--- config.mk ---
export PLATFORM = sky130hd
export DESIGN_NAME = direction_hysteresis_tracker
export DESIGN_NICKNAME = d
export VERILOG_FILES = /design/src/sv/dht_pkg.sv /design/src/sv/dht_in_reg.sv /design/src/sv/dht_track.sv /design/src/sv/direction_hysteresis_tracker.sv
export SDC_FILE = /design/constraint.sdc
export NUM_CORES = 1
export LEC_CHECK = 0
export ABC_AREA = 1
export BUFFER_PORTS_ARGS = -buffer_cell sky130_fd_sc_hd__buf_4
export CAP_MARGIN = 20
export CORE_MARGIN = 8
export CORE_UTILIZATION = 48
export CTS_CLUSTER_SIZE = 10
export DETAILED_ROUTE_END_ITERATION = 7
export GPL_TIMING_DRIVEN = 1
export MAX_ROUTING_LAYER = met4
export PLACE_DENSITY = 0.62
export SYNTH_ARGS = -nofsm -noshare
export SYNTH_HDL_FRONTEND = slang
export SYNTH_SLANG_ARGS = --single-unit
export TNS_END_PERCENT = 10
--- constraint.sdc ---
create_clock -name clk -period 6 [get_ports clk]
set_input_delay 0.3 -clock clk [delete_from_list [all_inputs] [get_ports clk]]
set_output_delay 0.3 -clock clk [all_outputs]
set_load 0.02 [all_outputs]
--- src/sv/dht_pkg.sv ---
// ----------------------------------------------------------------------------
// dht_pkg: shared types and constants for the direction hysteresis tracker
// Word layouts, configuration register indexes and reset values.
// ----------------------------------------------------------------------------
package dht_pkg;

  // number of tracked slots
  localparam int SLOTS     = 8;
  localparam int SLOT_IDXW = (SLOTS > 1) ? $clog2(SLOTS) : 1;

  // field widths
  localparam int SLOT_W = 3;
  localparam int ANG_W  = 9;
  localparam int STR_W  = 32;
  localparam int CNT_W  = 8;
  localparam int CFGI_W = 2;

  // angles that mark a candidate as bogus
  localparam logic [ANG_W-1:0] AZ_ZERO = ANG_W'(0);
  localparam logic [ANG_W-1:0] AZ_HALF = ANG_W'(180);

  // miss counter saturation
  localparam logic [CNT_W-1:0] CNT_MAX = {CNT_W{1'b1}};

  // configuration register indexes
  localparam logic [CFGI_W-1:0] CFG_ENERGY_FLOOR    = 2'd0;
  localparam logic [CFGI_W-1:0] CFG_ZERO_FLOOR      = 2'd1;
  localparam logic [CFGI_W-1:0] CFG_ANGLE_TOLERANCE = 2'd2;
  localparam logic [CFGI_W-1:0] CFG_CONFIRM_COUNT   = 2'd3;

  // configuration reset values
  localparam logic [STR_W-1:0] RST_ENERGY_FLOOR    = '0;
  localparam logic [STR_W-1:0] RST_ZERO_FLOOR      = '0;
  localparam logic [ANG_W-1:0] RST_ANGLE_TOLERANCE = ANG_W'(15);
  localparam logic [CNT_W-1:0] RST_CONFIRM_COUNT   = CNT_W'(3);

  // one input candidate word
  typedef struct packed {
    logic [SLOT_W-1:0] slot;
    logic [ANG_W-1:0]  azimuth;
    logic [ANG_W-1:0]  elevation;
    logic [STR_W-1:0]  strength;
    logic              batch_end;
  } dht_item_t;

  // configuration register set
  typedef struct packed {
    logic [STR_W-1:0] energy_floor;
    logic [STR_W-1:0] zero_floor;
    logic [ANG_W-1:0] angle_tolerance;
    logic [CNT_W-1:0] confirm_count;
  } dht_cfg_t;

  // one report word
  typedef struct packed {
    logic [SLOT_W-1:0] slot;
    logic [ANG_W-1:0]  azimuth;
    logic [ANG_W-1:0]  elevation;
  } dht_res_t;

  // tracker status toward the top level
  typedef struct packed {
    logic     produce;
    logic     first_batch;
    dht_res_t res;
  } dht_trk_t;

endpackage

--- src/sv/dht_in_reg.sv ---
// ----------------------------------------------------------------------------
// dht_in_reg: input register stage
// Captures one candidate word and holds it until the tracking stage moves on.
// ----------------------------------------------------------------------------
module dht_in_reg (
  input  logic              clk,
  input  logic              rst_n,
  input  logic              in_valid,
  output logic              in_ready,
  input  dht_pkg::dht_item_t in_word,
  input  logic              advance,
  output logic              s1_valid,
  output dht_pkg::dht_item_t s1_word
);

  logic               valid_r, valid_nxt;
  dht_pkg::dht_item_t word_r;

  // stage is free when empty or draining this cycle
  assign in_ready = !valid_r || advance;

  always_comb begin
    valid_nxt = valid_r;
    if (in_ready) begin
      valid_nxt = in_valid;
    end
  end

  always_ff @(posedge clk) begin
    if (!rst_n) begin
      valid_r <= 1'b0;
    end else begin
      valid_r <= valid_nxt;
    end
  end

  // payload, no reset
  always_ff @(posedge clk) begin
    if (in_ready && in_valid) begin
      word_r <= in_word;
    end
  end

  assign s1_valid = valid_r;
  assign s1_word  = word_r;

endmodule

--- src/sv/dht_track.sv ---
// ----------------------------------------------------------------------------
// dht_track: per-slot hysteresis state and update logic
// Holds azimuth and miss count per slot plus the first-batch flag.
// ----------------------------------------------------------------------------
module dht_track (
  input  logic               clk,
  input  logic               rst_n,
  input  logic               step,
  input  dht_pkg::dht_item_t item,
  input  dht_pkg::dht_cfg_t  cfg,
  output dht_pkg::dht_trk_t  trk
);

  logic [dht_pkg::ANG_W-1:0] held_r [dht_pkg::SLOTS];
  logic [dht_pkg::CNT_W-1:0] miss_r [dht_pkg::SLOTS];
  logic                      first_r, first_nxt;

  logic [dht_pkg::SLOT_IDXW-1:0] idx;
  logic                          in_range;
  logic                          cand_ok;
  logic [dht_pkg::ANG_W-1:0]     held;
  logic [dht_pkg::CNT_W-1:0]     miss;
  logic [dht_pkg::ANG_W-1:0]     diff;
  logic [dht_pkg::CNT_W-1:0]     miss_step;
  logic                          adopt;
  logic [dht_pkg::ANG_W-1:0]     held_nxt;
  logic [dht_pkg::CNT_W-1:0]     miss_nxt;

  assign idx      = dht_pkg::SLOT_IDXW'(item.slot);
  assign in_range = 32'(item.slot) < dht_pkg::SLOTS;
  assign held     = held_r[idx];
  assign miss     = miss_r[idx];

  // candidate qualification
  assign cand_ok = (item.strength > cfg.energy_floor)
                && !(item.strength < cfg.zero_floor)
                && (item.azimuth != dht_pkg::AZ_ZERO)
                && (item.azimuth != dht_pkg::AZ_HALF);

  // plain absolute difference, no wrap
  assign diff = (item.azimuth > held) ? (item.azimuth - held) : (held - item.azimuth);

  // miss count with saturation, then confirm check
  always_comb begin
    if (diff > cfg.angle_tolerance) begin
      miss_step = (miss == dht_pkg::CNT_MAX) ? miss : miss + 1'b1;
    end else begin
      miss_step = '0;
    end
    adopt = miss_step >= cfg.confirm_count;
  end

  // next slot state
  always_comb begin
    held_nxt = held;
    miss_nxt = miss;
    if (!cand_ok) begin
      miss_nxt = '0;
    end else if (first_r) begin
      held_nxt = item.azimuth;
    end else if (adopt) begin
      held_nxt = item.azimuth;
      miss_nxt = '0;
    end else begin
      miss_nxt = miss_step;
    end
  end

  // batch end closes the first batch
  assign first_nxt = (step && item.batch_end) ? 1'b0 : first_r;

  always_ff @(posedge clk) begin
    if (!rst_n) begin
      first_r <= 1'b1;
      for (int k = 0; k < dht_pkg::SLOTS; k++) begin
        held_r[k] <= '0;
        miss_r[k] <= '0;
      end
    end else begin
      first_r <= first_nxt;
      if (step && in_range) begin
        held_r[idx] <= held_nxt;
        miss_r[idx] <= miss_nxt;
      end
    end
  end

  // report
  assign trk.produce       = in_range && cand_ok;
  assign trk.first_batch   = first_r;
  assign trk.res.slot      = item.slot;
  assign trk.res.azimuth   = held_nxt;
  assign trk.res.elevation = item.elevation;

endmodule

--- src/sv/direction_hysteresis_tracker.sv ---
// ----------------------------------------------------------------------------
// direction_hysteresis_tracker: top level
// Input register, per-slot tracking, output register and config registers.
// ----------------------------------------------------------------------------
// Path: input register, tracking logic, output register; out_valid rises once a word reaches the output register.
// Throughput: one candidate word per cycle while the output register is free or
//   being taken; the slot state is read and written in the same stage, so back-to-back words to one slot need no stall.
// Rejected or out-of-range words leave the pipe with no result.
// Reset (rst_n low, synchronous): pipe empties, slot state clears, first
//   batch flag sets, config registers return to their defaults.
module direction_hysteresis_tracker (
  input  logic                        clk,
  input  logic                        rst_n,
  input  logic                        in_valid,
  output logic                        in_ready,
  input  logic [dht_pkg::SLOT_W-1:0]  in_slot,
  input  logic [dht_pkg::ANG_W-1:0]   in_azimuth_in,
  input  logic [dht_pkg::ANG_W-1:0]   in_elevation_in,
  input  logic [dht_pkg::STR_W-1:0]   in_strength,
  input  logic                        in_batch_end,
  output logic                        out_valid,
  input  logic                        out_ready,
  output logic [dht_pkg::SLOT_W-1:0]  out_slot_out,
  output logic [dht_pkg::ANG_W-1:0]   out_azimuth_out,
  output logic [dht_pkg::ANG_W-1:0]   out_elevation_out,
  input  logic                        cfg_valid,
  output logic                        cfg_ready,
  input  logic [dht_pkg::CFGI_W-1:0]  cfg_index,
  input  logic [dht_pkg::STR_W-1:0]   cfg_data
);

  dht_pkg::dht_item_t in_word;
  dht_pkg::dht_item_t s1_word;
  logic               s1_valid;
  logic               s1_go;
  dht_pkg::dht_trk_t  trk;
  dht_pkg::dht_cfg_t  cfg_r, cfg_nxt;
  logic               out_valid_r, out_valid_nxt;
  dht_pkg::dht_res_t  out_res_r;

  assign in_word.slot      = in_slot;
  assign in_word.azimuth   = in_azimuth_in;
  assign in_word.elevation = in_elevation_in;
  assign in_word.strength  = in_strength;
  assign in_word.batch_end = in_batch_end;

  // stage 1 moves when the output register is free or being taken
  assign s1_go = !out_valid_r || out_ready;

  dht_in_reg u_in_reg (
    .clk      (clk),
    .rst_n    (rst_n),
    .in_valid (in_valid),
    .in_ready (in_ready),
    .in_word  (in_word),
    .advance  (s1_go),
    .s1_valid (s1_valid),
    .s1_word  (s1_word)
  );

  dht_track u_track (
    .clk   (clk),
    .rst_n (rst_n),
    .step  (s1_valid && s1_go),
    .item  (s1_word),
    .cfg   (cfg_r),
    .trk   (trk)
  );

  // configuration registers
  assign cfg_ready = 1'b1;

  always_comb begin
    cfg_nxt = cfg_r;
    if (cfg_valid) begin
      case (cfg_index)
        dht_pkg::CFG_ENERGY_FLOOR:    cfg_nxt.energy_floor    = cfg_data;
        dht_pkg::CFG_ZERO_FLOOR:      cfg_nxt.zero_floor      = cfg_data;
        dht_pkg::CFG_ANGLE_TOLERANCE: cfg_nxt.angle_tolerance = cfg_data[dht_pkg::ANG_W-1:0];
        dht_pkg::CFG_CONFIRM_COUNT:   cfg_nxt.confirm_count   = cfg_data[dht_pkg::CNT_W-1:0];
        default: cfg_nxt = cfg_r;
      endcase
    end
  end

  always_ff @(posedge clk) begin
    if (!rst_n) begin
      cfg_r.energy_floor    <= dht_pkg::RST_ENERGY_FLOOR;
      cfg_r.zero_floor      <= dht_pkg::RST_ZERO_FLOOR;
      cfg_r.angle_tolerance <= dht_pkg::RST_ANGLE_TOLERANCE;
      cfg_r.confirm_count   <= dht_pkg::RST_CONFIRM_COUNT;
    end else begin
      cfg_r <= cfg_nxt;
    end
  end

  // output register
  assign out_valid_nxt = s1_go ? (s1_valid && trk.produce) : out_valid_r;

  always_ff @(posedge clk) begin
    if (!rst_n) begin
      out_valid_r <= 1'b0;
    end else begin
      out_valid_r <= out_valid_nxt;
    end
  end

  always_ff @(posedge clk) begin
    if (s1_go && s1_valid && trk.produce) begin
      out_res_r <= trk.res;
    end
  end

  assign out_valid         = out_valid_r;
  assign out_slot_out      = out_res_r.slot;
  assign out_azimuth_out   = out_res_r.azimuth;
  assign out_elevation_out = out_res_r.elevation;

  // a blocked full pipe takes no new word
  a_full_blocks: assert property (@(posedge clk) disable iff (!rst_n)
    (s1_valid && out_valid_r && !out_ready) |-> !in_ready)
    else $error("input accepted while pipe is blocked");

  // a batch end passing the tracker closes the first batch
  a_batch_close: assert property (@(posedge clk) disable iff (!rst_n)
    (s1_valid && s1_go && s1_word.batch_end) |=> !trk.first_batch)
    else $error("first batch flag survived a batch end");

  // the first batch never reopens without reset
  a_first_sticky: assert property (@(posedge clk) disable iff (!rst_n)
    !trk.first_batch |=> !trk.first_batch)
    else $error("first batch flag set again");

endmodule

==> flow_summary.yaml <==
synthesis:
  synth-edff-count: 211
  syn-instance-count: 1709
  syn_nets: 1902
  synth-seq-cells: 298
  ys_types: 48
  async_reset_ff_share_pct: 0
  synth_warnings: 0
  synth_top_family_by_area: "simple AND/OR/NAND/NOR gates"
  netlist_area_mm2: 0.01542
  synth_compound_area_share_pct: 13.87
  yosysSeqAreaShare_pct: 52.40
  synth_top_flop_cell: "edfxtp_1"
  muxShareOfSynthArea_pct: 0
  synthAdderAreaFrac_pct: 8.214
  avgSynthCellArea_um2: 9.021
  synthSimpleGateAreaFrac_pct: 16.69
  synth-xor-area-share_pct: 0.6818
pwr:
  cellPowerDensity_mw_per_mm2: 308.8
  p_leak_nw: 7.937
  irDropWorstVdd_uv: 222.9
  finalPower_mw: 5.853
die:
  die_w_um: 195.2
  coreArea_mm2: 0.03156
  row_count: 65
  die_area_mm2: 0.03811
  start_util_pct: 48.85
  io_pins: 117
  die_h_um: 195.2
cells_and_area:
  layout.area.seq_mm2: 0.008085
  antenna_cells: 0
  area_delta_synth_final_pct: 22.94
  multi_input_area_mm2: 0.006414
  fillers: 2712
  utilization_pct: 60.06
  drive_above_1_share_pct: 18.29
  final_nets: 2093
cts:
  cts-root-buf: "clkbuf_16"
  cts_tree: "built"
  clk_latency_ns: 0.53
  htree_levels: 2
  clock_sinks: 298
  clk_path_buf_depth: 3
  path_clk_slew_ns: 0.05
  numCtsBuffers: 37
grt:
  grt_max_degree: 90
  grt_pass1_vias: 12150
  grt_pass1_wl_um: 64480
  gr-total-overflow: 0
  antenna_found_initial: 0
  track_usage_pct: 21.71
worst_setup_path:
  critPathMostFrequentCell: "nand2_1"
  crit_type: "flop to flop"
  cp_data_arrival_time_ns: 5.91
  cpPeakStageDelay_ns: 0.41
  start_kind: "flop"
  path_max_fanout: 11
  regToRegEndpoint: "u_track.miss_r[4][4]"
  cp_slowest_cell: "dfxtp_4"
  crit_required_ns: 6.36
  worst-r2r-cell-count: 39
  endpoint_kind: "flop"
  reg2reg_slack_ns: 0.45
route:
  wirelength_um: 41100
  route.vias.total: 12320
  routedWlPerCell_um: 17.66
  drt_pass1_iterations: 8
  drc: 0
  drt_iter0_drc: 759
  ant_nets: 0
  via_per_inst: 5.296
timing:
  fin_worst_skew_ns: 0.03175
  finalMaxSlewViolations: 0
  finalSetupViolations: 0
  finalHoldViolCount: 0
  worst_pin_slew_ns: 1.110
  period_share_pct: 92.47
  whs_ns: 0.05639
  fmax_mhz: 180.2
  tns_ns: 0
  max_slew_margin_pct: 25.83
  fin_crit_ns: 5.548
  setup_ws_ns: 0.4516
min_path:
  hp-class: "input port to flop"
  hold_start: "cfg_data[0]"
  min_delay_path_depth: 3
  hold_end: "cfg_r[0]"
status:
  status: "complete, no violations"
placed_design:
  dp_slack_ns: 0.03289
  gp_congestion: 0.8964
  port_buffers: 115
  hpwl_um: 26700
flow_run:
  cap_violations: 0
==> layout make-up <==
type / instances / share of cell area (%)
Tap cell: 402 / 2.654
Clock inverter: 5 / 0.3235
Timing Repair Buffer: 218 / 10.17
Inverter: 239 / 4.819
Multi-Input combinational cell: 1106 / 33.84
Clock buffer: 59 / 5.539
Sequential cell: 298 / 42.66
==> kinds of logic (layout without fill, tap and decap cells) <==
logic type                 Yosys count  in the layout
adders and majority gates          100            100
AOI/OAI and AO/OA                  397            397
other                                1              1
xor gates and xnor gates            12             12
DFF                                298            298
and+or+nand+nor                    594            596
buffers and inverters              307            521
==> power by group <==
part           internal [mW]  switching [mW]  leakage [nW]  total [mW]
registers               2.31          0.0443          2.84        2.35
clock network           1.24           0.818         0.538        2.06
logic                  0.550           0.893          4.56        1.44
total                   4.10            1.76          7.94        5.85
==> through the flow <==
| step | cell area, um^2 | instances |
|---|---|---|
| floorplan | 15420 | 1709 |
| global placement | 16730 | 2193 |
| detailed placement | 16730 | 2193 |
| CTS | 18380 | 2311 |
| global route | 18950 | 2327 |
| finish | 18950 | 2327 |
==> flip-flops by register name, summed over array words and instances, names as in the netlist, 3 cells and up, named ones only <==
signal	flops
u_in_reg.s1_word	54
u_track.miss_r	64
u_track.held_r	72
cfg_r	81
out_elevation_out	9
out_slot_out	3
out_azimuth_out	9
==> repair_timing <==
action / CTS / global route
endpoints found under the setup margin: 0 / 145
hold endpoints to repair: 55 / 0
gates resized for setup: 0 / 100
hold buffers: 54 / 0
setup buffers: 0 / 10
==> Yosys cell counts, types with 11 or more instances <==
library cell	n	area share [%]
xor2_1	11	0.62
o21ai_0	135	4.4
o22ai_1	18	0.73
buf_2	13	0.42
nand2_2	17	0.69
dfxtp_1	87	11
clkbuf_1	40	0.97
o21ai_1	12	0.39
a21oi_1	194	6.3
inv_1	234	5.7
ha_1	98	8.0
nor2_1	133	3.2
nand3_1	61	2.0
nand2_1	322	7.8
nor2_2	17	0.69
edfxtp_1	211	41
nand4_1	13	0.53
==> worst max-delay path: cells and delay by family (launching register included) <==
kind / cells / cell delay, ns
buf+inv: 9 / 0.98
simple gates: 19 / 2.05
compound gates: 8 / 1.15
fa+ha+maj: 3 / 0.80
flops: 1 / 0.41
==> worst max-delay path by stage <==
| stage | start | to | slack [ns] | cells past startpoint |
|---|---|---|---|---|
| after floorplan | flop | u_track.held_r[0][7] | 0.48 | 46 |
| after global placement | flop | out_azimuth_out[0] | 0.22 | 38 |
| after detailed placement | flop | u_track.held_r[5][2] | 0.03 | 39 |
| after CTS | flop | u_track.held_r[5][2] | 0.005 | 39 |
| after global routing | flop | u_track.held_r[0][0] | -0.05 | 41 |
| final | flop | u_track.miss_r[4][4] | 0.45 | 39 |
==> placed cells by master, fill, tap and decap left out, types with 4 or more instances in the layout <==
master           n
a21oi_2         56
nand2_1        318
nand2_4         12
xor2_1          11
a21oi_1        148
nor2_1         131
o21ai_0        128
o21ai_2          5
buf_6            4
nand3_1         60
dfxtp_1         85
ha_1            96
inv_1          229
nand3b_1         5
dlygate4sd3_1   54
nor3_1           6
inv_2            4
o22ai_1         18
nor2_2          19
buf_4          151
o21ai_4          5
clkbuf_1        19
edfxtp_1       211
o21ai_1         19
nand2_2         15
clkbuf_16       40
nand4_1         13
nand3_2          9
==> metal layers <==
layer,share of wire (%),vias to the layer above,track usage [%]
met3,6.9,75,3.508
met4,2.5,0,6.176
met2,48,379,36.29
met5,0,-,-
li1,-,6102,-
met1,43,5767,27.03
No activity file was read; power rests on OpenSTA's default activity.
